$ cat src/hw/rtl/wsd_pkg.sv
// shared types and constants for the window stability detector
`timescale 1ns / 1ps

package wsd_pkg;

    localparam int DATA_W     = 16;
    localparam int BAND_W     = 16;
    localparam int WINDOW_LEN = 5;
    localparam int MISS_LIMIT = 3;

    localparam int IDX_W  = $clog2(WINDOW_LEN);
    localparam int CNT_W  = $clog2(WINDOW_LEN + 1);
    localparam int MISS_W = $clog2(MISS_LIMIT + 1);
    localparam int SUM_W  = DATA_W + $clog2(WINDOW_LEN) + 1;
    localparam int MAG_W  = SUM_W;
    localparam int STEP_W = $clog2(MAG_W + 1);
    localparam int CMP_W  = DATA_W + 2;

    typedef enum logic [2:0] {
        S_IDLE,
        S_CHECK,
        S_SUM,
        S_DIV_GO,
        S_DIV,
        S_DONE
    } t_state;

    typedef struct packed {
        logic                     clr;
        logic                     we;
        logic [IDX_W-1:0]         waddr;
        logic signed [DATA_W-1:0] wdata;
    } t_win_cmd;

    typedef struct packed {
        logic             start;
        logic [MAG_W-1:0] dividend;
        logic [CNT_W-1:0] divisor;
    } t_div_req;

endpackage

$ cat src/hw/rtl/window_stability_detector.sv
// window stability detector: band check, window sum and iterative average
// accepted sample: band check, 5 adds, divider start, 20 quotient bits, done and
// output load in that order; the next request is taken only after the output load
// rejected sample: band check, then output load; next request taken only after it
// a result held with m_axis_tready low stalls the next one in the done state
// synchronous active-low reset clears window, average, counters and band
`timescale 1ns / 1ps

module window_stability_detector (
    input  logic                       i_clk,
    input  logic                       i_rst_n,
    input  logic                       s_axis_tvalid,
    output logic                       s_axis_tready,
    input  logic [wsd_pkg::DATA_W-1:0] s_axis_tdata,   // [15:0] sample
    output logic                       m_axis_tvalid,
    input  logic                       m_axis_tready,
    output logic [wsd_pkg::DATA_W-1:0] m_axis_tdata,   // [15:0] average
    output logic                       m_axis_tuser,   // [0] stable
    input  logic                       i_cfg_valid,
    output logic                       o_cfg_ready,
    input  logic [wsd_pkg::BAND_W-1:0] i_cfg_data     // [15:0] band_half_width
);

    wsd_pkg::t_state r_state, n_state;

    logic signed [wsd_pkg::DATA_W-1:0] r_sample, n_sample;
    logic [wsd_pkg::BAND_W-1:0]        r_band;
    logic signed [wsd_pkg::DATA_W-1:0] r_avg, n_avg;
    logic [wsd_pkg::CNT_W-1:0]         r_count, n_count;
    logic [wsd_pkg::IDX_W-1:0]         r_wr_idx, n_wr_idx;
    logic [wsd_pkg::MISS_W-1:0]        r_miss, n_miss;
    logic                              r_stable, n_stable;
    logic [wsd_pkg::IDX_W-1:0]         r_sum_idx, n_sum_idx;
    logic signed [wsd_pkg::SUM_W-1:0]  r_acc, n_acc;
    logic                              r_out_valid, n_out_valid;
    logic signed [wsd_pkg::DATA_W-1:0] r_out_avg, n_out_avg;
    logic                              r_out_stable, n_out_stable;

    wsd_pkg::t_win_cmd                 win_cmd;
    logic signed [wsd_pkg::DATA_W-1:0] win_rd;
    wsd_pkg::t_div_req                 div_req;
    logic                              div_done;
    logic [wsd_pkg::MAG_W-1:0]         div_quo;

    logic signed [wsd_pkg::CMP_W-1:0]   s_ext, band_lo, band_hi;
    logic                               in_band;
    logic [wsd_pkg::MISS_W-1:0]         miss_inc;
    logic signed [wsd_pkg::SUM_W:0]     quo_signed;
    logic signed [wsd_pkg::DATA_W-1:0]  quo_sat;

    wsd_window u_window (
        .i_clk     (i_clk),
        .i_rst_n   (i_rst_n),
        .i_cmd     (win_cmd),
        .i_rd_idx  (r_sum_idx),
        .o_rd_data (win_rd)
    );

    wsd_div u_div (
        .i_clk      (i_clk),
        .i_rst_n    (i_rst_n),
        .i_req      (div_req),
        .o_done     (div_done),
        .o_quotient (div_quo)
    );

    assign s_axis_tready = (r_state == wsd_pkg::S_IDLE);
    assign m_axis_tvalid = r_out_valid;
    assign m_axis_tdata  = r_out_avg;
    assign m_axis_tuser  = r_out_stable;
    assign o_cfg_ready   = 1'b1;

    always_comb begin
        s_ext    = wsd_pkg::CMP_W'(r_sample);
        band_lo  = wsd_pkg::CMP_W'(r_avg) - $signed({2'b00, r_band});
        band_hi  = wsd_pkg::CMP_W'(r_avg) + $signed({2'b00, r_band});
        in_band  = (s_ext < band_hi) && (s_ext > band_lo);
        miss_inc = r_miss + 1'b1;

        if (r_acc[wsd_pkg::SUM_W-1]) begin
            quo_signed = -$signed({1'b0, div_quo});
        end else begin
            quo_signed = $signed({1'b0, div_quo});
        end
        if (quo_signed > (wsd_pkg::SUM_W+1)'(32767)) begin
            quo_sat = 16'sh7fff;
        end else if (quo_signed < -(wsd_pkg::SUM_W+1)'(32768)) begin
            quo_sat = -16'sh8000;
        end else begin
            quo_sat = quo_signed[wsd_pkg::DATA_W-1:0];
        end
    end

    always_comb begin
        n_state      = r_state;
        n_sample     = r_sample;
        n_avg        = r_avg;
        n_count      = r_count;
        n_wr_idx     = r_wr_idx;
        n_miss       = r_miss;
        n_stable     = r_stable;
        n_sum_idx    = r_sum_idx;
        n_acc        = r_acc;
        n_out_valid  = r_out_valid;
        n_out_avg    = r_out_avg;
        n_out_stable = r_out_stable;

        win_cmd       = '0;
        win_cmd.wdata = r_sample;
        div_req       = '0;
        div_req.divisor = r_count;
        if (r_acc[wsd_pkg::SUM_W-1]) begin
            div_req.dividend = wsd_pkg::MAG_W'(-r_acc);
        end else begin
            div_req.dividend = wsd_pkg::MAG_W'(r_acc);
        end

        if (m_axis_tready) begin
            n_out_valid = 1'b0;
        end

        case (r_state)
            wsd_pkg::S_IDLE: begin
                if (s_axis_tvalid) begin
                    n_sample = s_axis_tdata;
                    n_state  = wsd_pkg::S_CHECK;
                end
            end
            wsd_pkg::S_CHECK: begin
                if (in_band) begin
                    n_stable      = (r_count > wsd_pkg::CNT_W'(1));
                    if (r_count < wsd_pkg::CNT_W'(wsd_pkg::WINDOW_LEN)) begin
                        n_count = r_count + 1'b1;
                    end
                    win_cmd.we    = 1'b1;
                    win_cmd.waddr = r_wr_idx;
                    if (r_wr_idx == wsd_pkg::IDX_W'(wsd_pkg::WINDOW_LEN - 1)) begin
                        n_wr_idx = '0;
                    end else begin
                        n_wr_idx = r_wr_idx + 1'b1;
                    end
                    n_miss    = '0;
                    n_sum_idx = '0;
                    n_acc     = '0;
                    n_state   = wsd_pkg::S_SUM;
                end else begin
                    n_stable = 1'b0;
                    n_state  = wsd_pkg::S_DONE;
                    if (miss_inc >= wsd_pkg::MISS_W'(wsd_pkg::MISS_LIMIT)) begin
                        win_cmd.clr   = 1'b1;
                        win_cmd.we    = 1'b1;
                        win_cmd.waddr = '0;
                        n_count       = wsd_pkg::CNT_W'(1);
                        n_miss        = '0;
                        n_avg         = r_sample;
                        n_wr_idx      = wsd_pkg::IDX_W'(1 % wsd_pkg::WINDOW_LEN);
                    end else begin
                        n_miss = miss_inc;
                    end
                end
            end
            wsd_pkg::S_SUM: begin
                // shared adder walks the window one entry per cycle
                n_acc = r_acc + wsd_pkg::SUM_W'(win_rd);
                if (r_sum_idx == wsd_pkg::IDX_W'(wsd_pkg::WINDOW_LEN - 1)) begin
                    n_state = wsd_pkg::S_DIV_GO;
                end else begin
                    n_sum_idx = r_sum_idx + 1'b1;
                end
            end
            wsd_pkg::S_DIV_GO: begin
                div_req.start = 1'b1;
                n_state       = wsd_pkg::S_DIV;
            end
            wsd_pkg::S_DIV: begin
                if (div_done) begin
                    n_avg   = quo_sat;
                    n_state = wsd_pkg::S_DONE;
                end
            end
            wsd_pkg::S_DONE: begin
                if (!r_out_valid || m_axis_tready) begin
                    n_out_valid  = 1'b1;
                    n_out_avg    = r_avg;
                    n_out_stable = r_stable;
                    n_state      = wsd_pkg::S_IDLE;
                end
            end
            default: begin
                n_state = wsd_pkg::S_IDLE;
            end
        endcase
    end

    always_ff @(posedge i_clk) begin
        if (!i_rst_n) begin
            r_state     <= wsd_pkg::S_IDLE;
            r_band      <= '0;
            r_avg       <= '0;
            r_count     <= '0;
            r_wr_idx    <= '0;
            r_miss      <= '0;
            r_out_valid <= 1'b0;
        end else begin
            r_state     <= n_state;
            r_avg       <= n_avg;
            r_count     <= n_count;
            r_wr_idx    <= n_wr_idx;
            r_miss      <= n_miss;
            r_out_valid <= n_out_valid;
            if (i_cfg_valid) begin
                r_band <= i_cfg_data;
            end
        end
    end

    always_ff @(posedge i_clk) begin
        r_sample     <= n_sample;
        r_stable     <= n_stable;
        r_sum_idx    <= n_sum_idx;
        r_acc        <= n_acc;
        r_out_avg    <= n_out_avg;
        r_out_stable <= n_out_stable;
    end

`ifndef NO_ASSERTIONS
    a_count_range: assert property (@(posedge i_clk) disable iff (!i_rst_n)
        r_count <= wsd_pkg::CNT_W'(wsd_pkg::WINDOW_LEN))
        else $error("accepted count above window length");

    a_idx_range: assert property (@(posedge i_clk) disable iff (!i_rst_n)
        r_wr_idx < wsd_pkg::IDX_W'(wsd_pkg::WINDOW_LEN))
        else $error("write index outside window");

    a_div_done_state: assert property (@(posedge i_clk) disable iff (!i_rst_n)
        div_done |-> (r_state == wsd_pkg::S_DIV))
        else $error("divider finished outside divide state");

    a_accept_check: assert property (@(posedge i_clk) disable iff (!i_rst_n)
        (s_axis_tvalid && s_axis_tready) |=> (r_state == wsd_pkg::S_CHECK))
        else $error("request not followed by band check");

    a_miss_range: assert property (@(posedge i_clk) disable iff (!i_rst_n)
        r_miss < wsd_pkg::MISS_W'(wsd_pkg::MISS_LIMIT))
        else $error("miss count reached limit without reseed");
`endif

endmodule

$ cat src/hw/rtl/wsd_window.sv
// sample window store with one write port, one read port and a clear
`timescale 1ns / 1ps

module wsd_window (
    input  logic                              i_clk,
    input  logic                              i_rst_n,
    input  wsd_pkg::t_win_cmd                 i_cmd,
    input  logic [wsd_pkg::IDX_W-1:0]         i_rd_idx,
    output logic signed [wsd_pkg::DATA_W-1:0] o_rd_data
);

    logic signed [wsd_pkg::DATA_W-1:0] r_entry [wsd_pkg::WINDOW_LEN];

    always_ff @(posedge i_clk) begin
        if (!i_rst_n) begin
            for (int k = 0; k < wsd_pkg::WINDOW_LEN; k++) begin
                r_entry[k] <= '0;
            end
        end else begin
            if (i_cmd.clr) begin
                for (int k = 0; k < wsd_pkg::WINDOW_LEN; k++) begin
                    r_entry[k] <= '0;
                end
            end
            if (i_cmd.we) begin
                r_entry[i_cmd.waddr] <= i_cmd.wdata;
            end
        end
    end

    assign o_rd_data = r_entry[i_rd_idx];

endmodule

$ cat src/hw/rtl/wsd_div.sv
// restoring divider, one quotient bit per cycle
`timescale 1ns / 1ps

module wsd_div (
    input  logic                      i_clk,
    input  logic                      i_rst_n,
    input  wsd_pkg::t_div_req         i_req,
    output logic                      o_done,
    output logic [wsd_pkg::MAG_W-1:0] o_quotient
);

    logic [wsd_pkg::CNT_W-1:0]  r_rem, n_rem;
    logic [wsd_pkg::MAG_W-1:0]  r_quo, n_quo;
    logic [wsd_pkg::CNT_W-1:0]  r_dvs, n_dvs;
    logic [wsd_pkg::STEP_W-1:0] r_step, n_step;
    logic                       r_busy, n_busy;
    logic                       r_done, n_done;

    logic [wsd_pkg::CNT_W:0]   shifted;
    logic [wsd_pkg::CNT_W+1:0] diff;

    always_comb begin
        shifted = {r_rem, r_quo[wsd_pkg::MAG_W-1]};
        diff    = {1'b0, shifted} - {2'b00, r_dvs};
        n_rem   = r_rem;
        n_quo   = r_quo;
        n_dvs   = r_dvs;
        n_step  = r_step;
        n_busy  = r_busy;
        n_done  = 1'b0;
        if (i_req.start) begin
            n_rem  = '0;
            n_quo  = i_req.dividend;
            n_dvs  = i_req.divisor;
            n_step = wsd_pkg::STEP_W'(wsd_pkg::MAG_W);
            n_busy = 1'b1;
        end else if (r_busy) begin
            if (diff[wsd_pkg::CNT_W+1]) begin
                n_rem = shifted[wsd_pkg::CNT_W-1:0];
                n_quo = {r_quo[wsd_pkg::MAG_W-2:0], 1'b0};
            end else begin
                n_rem = diff[wsd_pkg::CNT_W-1:0];
                n_quo = {r_quo[wsd_pkg::MAG_W-2:0], 1'b1};
            end
            n_step = r_step - 1'b1;
            if (r_step == wsd_pkg::STEP_W'(1)) begin
                n_busy = 1'b0;
                n_done = 1'b1;
            end
        end
    end

    always_ff @(posedge i_clk) begin
        if (!i_rst_n) begin
            r_busy <= 1'b0;
            r_done <= 1'b0;
            r_step <= '0;
        end else begin
            r_busy <= n_busy;
            r_done <= n_done;
            r_step <= n_step;
        end
    end

    always_ff @(posedge i_clk) begin
        r_rem <= n_rem;
        r_quo <= n_quo;
        r_dvs <= n_dvs;
    end

    assign o_done     = r_done;
    assign o_quotient = r_quo;

endmodule

$ cat config.mk
export PLATFORM = sky130hd
export DESIGN_NAME = window_stability_detector
export DESIGN_NICKNAME = d
export VERILOG_FILES = /design/src/hw/rtl/wsd_pkg.sv /design/src/hw/rtl/window_stability_detector.sv /design/src/hw/rtl/wsd_window.sv /design/src/hw/rtl/wsd_div.sv
export SDC_FILE = /design/constraint.sdc
export NUM_CORES = 1
export LEC_CHECK = 0
export ABC_AREA = 1
export BUFFER_PORTS_ARGS = -buffer_cell sky130_fd_sc_hd__clkbuf_2
export CELL_PAD_IN_SITES_DETAIL_PLACEMENT = 1
export CELL_PAD_IN_SITES_GLOBAL_PLACEMENT = 1
export CORE_ASPECT_RATIO = 0.75
export CORE_MARGIN = 3
export CORE_UTILIZATION = 52
export CTS_CLUSTER_SIZE = 16
export DETAILED_ROUTE_END_ITERATION = 16
export PLACE_DENSITY = 0.87
export SYNTH_ARGS = -nofsm -noshare
export SYNTH_HDL_FRONTEND = slang
export SYNTH_SLANG_ARGS = --single-unit
$ cat constraint.sdc
create_clock -name i_clk -period 14.41 [get_ports i_clk]
set_clock_uncertainty 0.1 [all_clocks]
set_input_delay 2.1615 -clock i_clk [delete_from_list [all_inputs] [get_ports i_clk]]
set_output_delay 2.1615 -clock i_clk [all_outputs]
set_load 0.1 [all_outputs]
After elaboration in Yosys (flattened, before gate mapping)
Memories as Yosys holds them, arrays and structs flattened. A register that Yosys moved wholly into a read port is not among the register bits.
Cells that the tools add are included.
{"block": "classes", "add_sub_neg": 11, "bitwise": 7, "n_mux": 57, "reduce_logical": 18, "n_eq_ne": 17, "order_cmp": 7}
{"operator": "16-bit 2-to-1 mux", "n": 10}
{"operator": "20-bit 2-to-1 mux", "n": 4}
{"operator": "3-bit 2-to-1 mux", "n": 14}
{"operator": "20-bit case mux with 2 select lines", "n": 1}
{"operator": "16-bit case mux with 2 select lines", "n": 1}
{"operator": "21-bit by 16-bit greater-than comparator with 1-bit output (second input constant)", "n": 1}
{"operator": "21-bit by 16-bit less-than comparator with 1-bit output (second input constant)", "n": 1}
{"operator": "21-bit 2-to-1 mux", "n": 1}
{"operator": "20-bit negation with 21-bit output", "n": 1}
{"operator": "20-bit by 16-bit adder with 20-bit output", "n": 1}
{"operator": "5-bit 2-to-1 mux", "n": 4}
{"operator": "20-bit negation", "n": 1}
{"operator": "16-bit by 17-bit adder with 18-bit output", "n": 1}
{"operator": "16-bit by 18-bit greater-than comparator with 1-bit output", "n": 1}
{"operator": "16-bit by 18-bit less-than comparator with 1-bit output", "n": 1}
{"operator": "3-bit case mux with 6 select lines", "n": 1}
{"operator": "16-bit by 17-bit subtractor with 18-bit output", "n": 1}
{"operator": "1-bit 2-to-1 mux", "n": 17}
{"operator": "2-bit inequality test (second input constant)", "n": 7}
{"operator": "3-bit equality test (second input constant)", "n": 4}
{"operator": "3-bit by 1-bit adder with 3-bit output (second input constant)", "n": 3}
{"operator": "2-bit AND reduction", "n": 4}
{"operator": "4-bit AND reduction", "n": 2}
{"operator": "2-bit nonzero test", "n": 4}
{"operator": "other kinds (22)", "n": 31}
{"block": "totals", "ramBits": 80, "n_memories": 1, "regBits": 134, "word_cells": 138, "inputBits": 37}
{"name": "u_window.r_entry", "words": 5, "word_bits": 16, "read_ports": 1, "rd_ports_with_merged_regs": 1, "write_ports": 6, "line": "wsd_window.sv:12", "rtl": "logic signed [wsd_pkg::DATA_W-1:0] r_entry [wsd_pkg::WINDOW_LEN];"}

Depth between registers and ports, before layout
Gate-level depths: netlist of the first run.
{"block": "depth", "ltp_word": 9, "depth_mapped": 30}

Cells and area by module
From an unflattened synthesis of the first run, not the netlist that was laid out.
{"block": "unflattened", "cells_unflattened": 1976, "hier_area_um2": 16060.4}
{"module": "window_stability_detector", "n_inst": 1, "cells_each": 1132, "area_each_um2": 8461.9}
{"module": "wsd_window", "n_inst": 1, "cells_each": 680, "area_each_um2": 6127.1}
{"module": "wsd_div", "n_inst": 1, "cells_each": 164, "area_each_um2": 1471.4}

Worst setup path after synthesis of the first run
Ideal clock, no wire load.
{"block": "synth_timing", "kind": "reg-to-reg", "start": "reg r_band[3] in the netlist's numbering", "end": "mem u_window.r_entry[2][0] in the netlist's numbering, enable pin", "period_less_slack_ns": 4.987, "path_slack_ns": 9.423, "stages_incl_launch_ff": 29, "arrival_time_ns": 4.476, "cell_sequence": "dfxtp_1 inv_1 ha_1 buf_2 inv_1 a21o_1 nand2_1 nand2_1 a31oi_1 inv_1 nand2_1 nand2_1 a21boi_1 o21ai_0 xor2_1 ha_1 nand2_1 inv_1 o21ai_0 nand2_1 a21oi_1 nand3_1 nand2_1 nand2_2 nor2_4 nand2_2 nand2_2 nand3_2 o21ai_0"}
{"element": "from (decl)", "line": "window_stability_detector.sv:27", "rtl": "logic [wsd_pkg::BAND_W-1:0] r_band;"}
{"element": "from (signal assigned)", "line": "window_stability_detector.sv:212", "rtl": "r_band <= i_cfg_data;"}
{"element": "to (decl)", "line": "wsd_window.sv:12"}

==> results.md, run 1 <==
* Status: finished, final reports clean
* Count of clock tree sinks at 265
* Time the final worst path needs with I/O delays and setup at 6.336 ns
* Cell family contributing the most delay on the critical path: simple AND/OR/NAND/NOR gates
* Area share of the largest cell type after synthesis at 40.57%
* I/O pin count at 57
* RSZ-0062 raised after global routing: no
* Sum Neg Setup Slack at 0 ns
* Global route overflow at 0
* TritonCTS clock tree: yes
* H-tree level count at 1
* Arrival time reported for the critical path endpoint at 6.50 ns
* Req. time, crit path at 14.58 ns
* Number of cells upsized or downsized after cts at 0
* Number of library cell types mapped by synthesis at 56
* Min-delay worst type: reg2reg
* Critical register-to-register path endpoint: u_window.r_entry[2][8]
* Total routing usage reported by global routing at 30.26%
* Kind of launch point of the worst setup path: flip-flop
* Floorplan core area at 0.02858 mm^2
* Max-slew violation count at 0
* Register-to-register setup slack at 8.07 ns
* Max_slew headroom at 24.10%
* Number of endpoints with negative hold slack in the final report at 0
* Wire length of the first global-routing pass at 75090 um
* Hold-fix buffers, CTS at 0
* Proportion of layout cells with a drive suffix above 1 at 8.096%
* Crit end category: flip-flop
* Summed instance area of the synthesized netlist at 0.01539 mm^2
* Power after layout at 3.754 mW
* Number of nets in the final layout at 1947
* Total via count after detailed routing at 12970
* Yosys warnings at 0
* Number of placement rows at 53
* Crit path top cell by count: sky130_fd_sc_hd__nand3_1
* Cell taking the most area after synthesis: sky130_fd_sc_hd__edfxtp_1
* Register area share after synthesis at 47.98%
* Mapped Cells at 1779
* Post-detailed-route DRC marker count at 0
* Final Routed Wirelength at 48510 um
* Total iterations of the first detailed-routing run at 5
* Register-to-Register Path Depth at 23
* Syn nets at 1919
* Async set-reset flop share out of synthesis at 0%
* Clock insertion delay at the later pin of the skew report at 0.57 ns
* Maxcap violations at 0
* FF-to-FF Start: r_band[2]
* Reg clk slew, reported paths at 0.06 ns
* Final setup violation count at 0
* Clock Tree Root: sky130_fd_sc_hd__clkbuf_16
* Number of antenna violations at the first check in global routing at 0
* Transition time at the pin with the least slew margin at 1.139 ns
* Avg Vias per Cell at 5.858
* Buffers on Ports at 55
* Mapped Avg Cell Area at 8.654 um^2
* Worst setup path class: reg2reg
* Maximum vdd drop at 0.1510 mV
* Slowest stage cell, crit path: sky130_fd_sc_hd__o21ai_1
* Count of buffers added by post-CTS timing repair for setup at 0
* Maximum clock frequency at 157.8 MHz
* Maximum number of pins on one net before global-route repair at 65
* Cell with the most instances after synthesis: sky130_fd_sc_hd__nand2_1
* Number of synthesized flops with an enable pin at 208
* Clock Path Buffers at 3
* Floorplan die width at 204.7 um
* Worst hold endpoint: m_axis_tuser
* Final routed wire length divided by cell count at 21.91 um
* Synth-to-layout area growth at 9.355%
* Initial Utilization at 53.86%
* Max stage delay on crit path at 0.85 ns
* Commonest cells in the synthesized netlist: 302 x sky130_fd_sc_hd__nand2_1, 268 x sky130_fd_sc_hd__nor2_1, 208 x sky130_fd_sc_hd__edfxtp_1
* Ordered cell list for the critical path: inv_1, ha_1, inv_1, nor3_1, a21oi_1, o21ai_1, a21boi_0, o21ai_1, nand3_1, nand3_1, nand2_1, ha_1, nand4_1, a21oi_1, nor2_1, nand3_1, nand3_1, nor2_4, nand2_2, nand2_2, nand3_2, o21ai_1, buf_4
* Worst min-delay path startpoint: r_stable
* Initial detailed-routing violation count at 1025
* Leak Pwr at 7.065 nW
* Pwr Density at 223.0 mW/mm^2
* DIE AREA at 0.03173 mm^2
* Antenna violation net count after detailed routing at 0
* Largest cells by area after synthesis: sky130_fd_sc_hd__edfxtp_1 41%, sky130_fd_sc_hd__ha_1 8.0%, sky130_fd_sc_hd__dfxtp_1 7.4%
* Critical Path Fanout Max at 35
* Half-perimeter wire length after detailed placement at 34630 um
* Cts bufs inserted at 28
* Number of buffer and inverter stages on the critical path at 3
* Global placer's final weighted congestion at 0.9108
* Top flip-flop cell by instance count after synthesis: sky130_fd_sc_hd__edfxtp_1
* Hold Path Depth at 0
* Number of flip-flops and latches in the synthesized netlist at 265
* Final worst-path cycle share at 43.97%
* Die height at 155.0 um
* Number of global-route vias before repair at 13340
[registers in the layout, indices dropped and copies added, names as in the netlist, 5 cells and up, named ones only]
register and flops:
u_window.r_entry 128, r_acc 20, u_div.o_quotient 20, m_axis_tdata 16, r_avg 16, r_band 16
r_sample 16, u_div.r_step 5
[layer usage]
layer / GRT usage, % / up-vias / share of wire [%] / wire length (um)
met2: 48.74 / 380 / 46 / 22120
met1: 41.14 / 6422 / 44 / 21550
met3: 7.697 / 87 / 7.5 / 3632
li1: - / 6081 / - / -
met5: 0 / - / 0 / 0
met4: 7.695 / 0 / 2.5 / 1207
[final cells by class]
type | count | area, um^2
multi-input cells | 1262 | 6978
flip-flops and latches | 265 | 7388
clock inverters | 14 | 160.2
clock buffers | 37 | 775.7
repair buffers | 66 | 357.8
well taps | 385 | 481.7
fillers | 3393 | 11750
inverters | 184 | 690.7
diodes | 1 | 2.502
[through the flow]
stage               area (um^2)  util [%]  std cells  hold WS [ns]  worst slack [ns]
finish                    16830     58.90       2214        0.3657             8.074
global route              16830     58.89       2213        0.3724             7.604
CTS                       16830     58.89       2213        0.3633             8.186
detailed placement        15900     55.62       2162        0.3240             8.291
global placement          15900     55.62       2162        0.3138             8.559
floorplan                 15390         -       1779        0.3003             9.423
[cells in the final DEF (no fill, tap or decap), types with 3 or more instances in the layout]
master | Yosys | routed
sky130_fd_sc_hd__o22ai_1 | 21 | 21
sky130_fd_sc_hd__o21ai_1 | 3 | 5
sky130_fd_sc_hd__xor2_1 | 47 | 47
sky130_fd_sc_hd__clkinv_1 | 4 | 9
sky130_fd_sc_hd__nor2_1 | 268 | 266
sky130_fd_sc_hd__nand2_1 | 302 | 302
sky130_fd_sc_hd__o21bai_1 | 3 | 3
sky130_fd_sc_hd__nor3_1 | 39 | 37
sky130_fd_sc_hd__clkbuf_1 | 44 | 6
sky130_fd_sc_hd__bufinv_16 | 0 | 3
sky130_fd_sc_hd__nand2_2 | 7 | 7
sky130_fd_sc_hd__nor2_2 | 7 | 9
sky130_fd_sc_hd__clkbuf_16 | 0 | 29
sky130_fd_sc_hd__nand3_2 | 3 | 3
sky130_fd_sc_hd__xnor2_1 | 14 | 14
sky130_fd_sc_hd__inv_1 | 179 | 179
sky130_fd_sc_hd__edfxtp_1 | 208 | 208
sky130_fd_sc_hd__fa_1 | 4 | 4
sky130_fd_sc_hd__nor4_1 | 3 | 3
sky130_fd_sc_hd__buf_4 | 4 | 11
sky130_fd_sc_hd__o21ai_0 | 162 | 160
sky130_fd_sc_hd__nor3_2 | 7 | 9
sky130_fd_sc_hd__o211ai_1 | 4 | 4
sky130_fd_sc_hd__o21a_1 | 5 | 5
sky130_fd_sc_hd__a21oi_1 | 141 | 141
sky130_fd_sc_hd__a21o_1 | 3 | 3
sky130_fd_sc_hd__a31oi_1 | 18 | 18
sky130_fd_sc_hd__clkbuf_2 | 0 | 55
sky130_fd_sc_hd__dfxtp_1 | 57 | 56
sky130_fd_sc_hd__nand4_1 | 13 | 13
sky130_fd_sc_hd__nand3_1 | 53 | 53
sky130_fd_sc_hd__ha_1 | 99 | 99
sky130_fd_sc_hd__o31ai_1 | 7 | 7
[worst max path at each step]
stage | cells past startpoint | end | from | slack [ns]
6_report | 23 | u_window.r_entry[2][8] | r_band[2] | 8.07
5_1_grt | 25 | u_window.r_entry[2][13] | r_band[2] | 7.60
4_1_cts | 23 | u_window.r_entry[2][11] | r_band[2] | 8.19
3_5_place_dp | 23 | u_window.r_entry[2][8] | r_avg[0] | 8.29
3_3_place_gp | 24 | u_window.r_entry[2][10] | r_band[5] | 8.56
2_1_floorplan | 28 | u_window.r_entry[2][0] | r_band[3] | 9.42
[report_power, final]
| part | leakage, nW | total (mW) | switching, mW | internal, mW |
|---|---|---|---|---|
| combinational | 4.14 | 1.86 | 1.30 | 0.559 |
| clock | 0.457 | 0.753 | 0.320 | 0.433 |
| sequential | 2.47 | 1.14 | 0.163 | 0.975 |
[kinds of logic after synthesis]
group	count (synthesis)	share of synthesized area (%)
AOI/OAI and AO/OA	382	13.45
other	1	0.02436
and+or+nand+nor	715	19.72
xor gates and xnor gates	61	3.470
adders and majority gates	103	8.566
DFF	265	47.98
buffers and inverters	252	6.786
Note: power is estimated with default switching activity, not from simulation.
==> inputs of run 2 (changes only) <==
--- a/config.mk
+++ b/config.mk
@@ -11,10 +11,10 @@
 export CELL_PAD_IN_SITES_GLOBAL_PLACEMENT = 1
 export CORE_ASPECT_RATIO = 0.75
 export CORE_MARGIN = 3
-export CORE_UTILIZATION = 52
+export CORE_UTILIZATION = 44
 export CTS_CLUSTER_SIZE = 16
 export DETAILED_ROUTE_END_ITERATION = 16
-export PLACE_DENSITY = 0.87
+export PLACE_DENSITY = 0.78
 export SYNTH_ARGS = -nofsm -noshare
 export SYNTH_HDL_FRONTEND = slang
 export SYNTH_SLANG_ARGS = --single-unit
==> constraint.sdc (replaced) <==
create_clock -name i_clk -period 5.1 [get_ports i_clk]
set_clock_uncertainty 0.1 [all_clocks]
set_input_delay 0.765 -clock i_clk [delete_from_list [all_inputs] [get_ports i_clk]]
set_output_delay 0.765 -clock i_clk [all_outputs]
set_load 0.1 [all_outputs]
==> run 2 against run 1 <==
  * Worst hold slack got worse by 0.10 ns
  * Sequential share of layout area decreased by 1.2 points
  * Wire length increased by 2.4%
  * Highest routed layer is now met5
  * Power increased to 2.9 times the previous value
  * Core utilization decreased by 8.0 points
  * Critical path depth increased by 2
  * Worst setup slack got worse by 7.8 ns
  * Critical path type unchanged
==> results.md, run 2 (synthesized netlist as in run 1, its figures left out) <==
* Area after DPL at 0.01625 mm^2
* Leading cell types in the layout, fill and taps excluded: 302 x sky130_fd_sc_hd__nand2_1, 265 x sky130_fd_sc_hd__nor2_1, 208 x sky130_fd_sc_hd__edfxtp_1
* Number of antenna violations at the first check in global routing at 1
* Total routing usage reported by global routing at 26.29%
* Register name with the most flops: u_window.r_entry
* H-tree level count at 1
* Floorplan die width at 222.0 um
* Floorplan core area at 0.03404 mm^2
* Final routed wire length divided by cell count at 21.43 um
* Top Usage Layer GRT: met2
* Global route overflow at 0
* Hold-fix buffers, CTS at 0
* Time the final worst path needs with I/O delays and setup at 4.851 ns
* Reg clk slew, reported paths at 0.06 ns
* Max stage delay on crit path at 0.38 ns
* Initial Utilization at 45.23%
* Kind of launch point of the worst setup path: flip-flop
* Switching Fraction at 47.18%
* Number of endpoints with negative hold slack in the final report at 0
* Max_slew headroom at 22.18%
* Number of buffer and inverter stages on the critical path at 4
* Synth-to-layout area growth at 12.48%
* Comb power frac at 50.9%
* Clock Path Buffers at 3
* Buffers on Ports at 55
* TritonCTS clock tree: yes
* Req. time, crit path at 5.27 ns
* Arrival time reported for the critical path endpoint at 5.02 ns
* Fill cell total of the finished layout at 4020
* Number of global-route vias before repair at 13500
* Initial detailed-routing violation count at 1146
* Post-detailed-route DRC marker count at 0
* Crit path top cell by count: sky130_fd_sc_hd__nand2_1
* Maxcap violations at 0
* Number of inserted diodes at 0
* M2 GR Usage at 40.81%
* Clock Tree Root: sky130_fd_sc_hd__clkbuf_16
* WHS at 0.2652 ns
* Final setup violation count at 0
* M1 GR Usage at 38.57%
* Reg area at 0.007388 mm^2
* Clock insertion delay at the later pin of the skew report at 0.57 ns
* Slowest stage cell, crit path: sky130_fd_sc_hd__ha_1
* Number of nets in the final layout at 1985
* Cell family contributing the most delay on the critical path: simple AND/OR/NAND/NOR gates
* Critical Path Fanout Max at 8
* Min-delay worst type: in2reg
* Leak Pwr at 7.271 nW
* Final Routed Wirelength at 49660 um
* Maximum clock frequency at 206.1 MHz
* Half-perimeter wire length after detailed placement at 36230 um
* Total via count after detailed routing at 13120
* Number of placement rows at 58
* Global routing usage on met3 at 5.107%
* Pwr Density at 624.1 mW/mm^2
* Maximum vdd drop at 0.3299 mV
* Antenna violation net count after detailed routing at 0
* Count of clock tree sinks at 265
* Total iterations of the first detailed-routing run at 5
* Max FFs per register at 128
* Most common library cell in the layout ignoring fill and taps: sky130_fd_sc_hd__nand2_1
* Proportion of layout cells with a drive suffix above 1 at 10.93%
* Clock share of power at 19.9%
* Multi-input logic area at 0.007034 mm^2
* Crit end category: flip-flop
* DIE AREA at 0.03729 mm^2
* Final worst-path cycle share at 95.12%
* Die height at 168.0 um
* Summed area of non-filler cells in the final layout at 0.01732 mm^2
* Maximum number of pins on one net before global-route repair at 65
* Reported net switching power at 5.099 mW
* Max-slew violation count at 0
* Worst setup path class: reg2reg
* Status: finished, final reports clean
* Int Pwr at 5.708 mW
* Wire length of the first global-routing pass at 77170 um
* Avg Vias per Cell at 5.663
* Global placer's final weighted congestion at 0.9261
* Cts bufs inserted at 28
* Sequential share of power at 29.2%
* Transition time at the pin with the least slew margin at 1.167 ns
* I/O pin count at 57
## run 2: cell types whose count changed in the layout (fill, tap and decap cells not counted), moves of 3 or more
cell	delta
sky130_fd_sc_hd__buf_6	+4
sky130_fd_sc_hd__clkinv_2	+5
sky130_fd_sc_hd__buf_4	+32
sky130_fd_sc_hd__ha_1	-4
sky130_fd_sc_hd__ha_2	+4
sky130_fd_sc_hd__clkinvlp_4	+6
sky130_fd_sc_hd__o21ai_2	+3
sky130_fd_sc_hd__clkbuf_1	-5
## run 2: final cells by class
cell class	count	area share (%)
clock buffers	30	4.212
clock inverters	22	1.315
inverters	184	3.988
multi-input cells	1262	40.62
flip-flops and latches	265	42.67
well taps	450	3.251
repair buffers	104	3.945
## run 2: power groups by stage
stage / combinational, mW / clock (mW) / sequential, mW
after CTS: 5.37 / 2.18 / 3.15
after detailed placement: 5.31 / 0 / 3.18
after floorplan: 3.65 / 0 / 3.07
after global routing: 6.17 / 2.27 / 3.19
final: 5.50 / 2.15 / 3.15
after global placement: 5.11 / 0 / 3.16
## run 2: final timing paths
path / start / endpoint / slack [ns] / cells after the start
worst max-delay path: r_band[2] / u_window.r_entry[7][10] / 0.25 / 25
worst min-delay path: s_axis_tdata[10] / r_sample[10] / 0.27 / 1
worst min register to register: u_div.r_rem[2] / u_div.r_rem[2] / 0.38 / 2
worst max register to register: r_band[2] / u_window.r_entry[7][10] / 0.25 / 25
## run 2: worst register-to-register path, cell delays in order, from the launching register on
cell,delay (ns)
sky130_fd_sc_hd__dfxtp_1,0.34
sky130_fd_sc_hd__inv_1,0.08
sky130_fd_sc_hd__ha_1,0.36
sky130_fd_sc_hd__inv_1,0.15
sky130_fd_sc_hd__a21oi_1,0.11
sky130_fd_sc_hd__o211ai_1,0.28
sky130_fd_sc_hd__nand3_1,0.11
sky130_fd_sc_hd__nand2_1,0.17
sky130_fd_sc_hd__nand4_1,0.13
sky130_fd_sc_hd__nand2_1,0.14
sky130_fd_sc_hd__a21oi_1,0.11
sky130_fd_sc_hd__xor2_1,0.17
sky130_fd_sc_hd__ha_1,0.39
sky130_fd_sc_hd__nand2_1,0.08
sky130_fd_sc_hd__inv_1,0.10
sky130_fd_sc_hd__nand3_2,0.10
sky130_fd_sc_hd__nor2_2,0.15
sky130_fd_sc_hd__nand4_1,0.14
sky130_fd_sc_hd__nand4_1,0.15
sky130_fd_sc_hd__nand2_2,0.10
sky130_fd_sc_hd__nor2_4,0.19
sky130_fd_sc_hd__nand2_4,0.14
sky130_fd_sc_hd__nor2_4,0.19
sky130_fd_sc_hd__nand2_1,0.13
sky130_fd_sc_hd__nor2_2,0.25
sky130_fd_sc_hd__buf_6,0.20
## run 2: stage by stage
step | setup TNS (ns) | utilization [%] | setup slack, ns | power [mW] | cells
2_1_floorplan | 0 | - | 0.1129 | 6.729 | 1779
3_3_place_gp | 0 | 47.73 | 0.3415 | 8.268 | 2260
3_5_place_dp | 0 | 47.73 | 0.1651 | 8.490 | 2260
4_1_cts | 0 | 50.54 | 0.1259 | 10.70 | 2312
5_1_grt | -0.002943 | 50.88 | -0.002352 | 11.63 | 2317
6_report | 0 | 50.88 | 0.2491 | 10.81 | 2317
## run 2: per-layer routing
metal	wire, um	up-vias	share of wire (%)
met3	4016	59	8.1
met5	92	-	0.19
met1	22940	6487	46
li1	-	6163	-
met2	21690	409	44
met4	917	4	1.8
## run 2: repair_timing
action | 4_1_cts | 5_1_grt
buffers inserted | 0 | 3
endpoints found under the setup margin | 0 | 205
resized for setup | 0 | 25
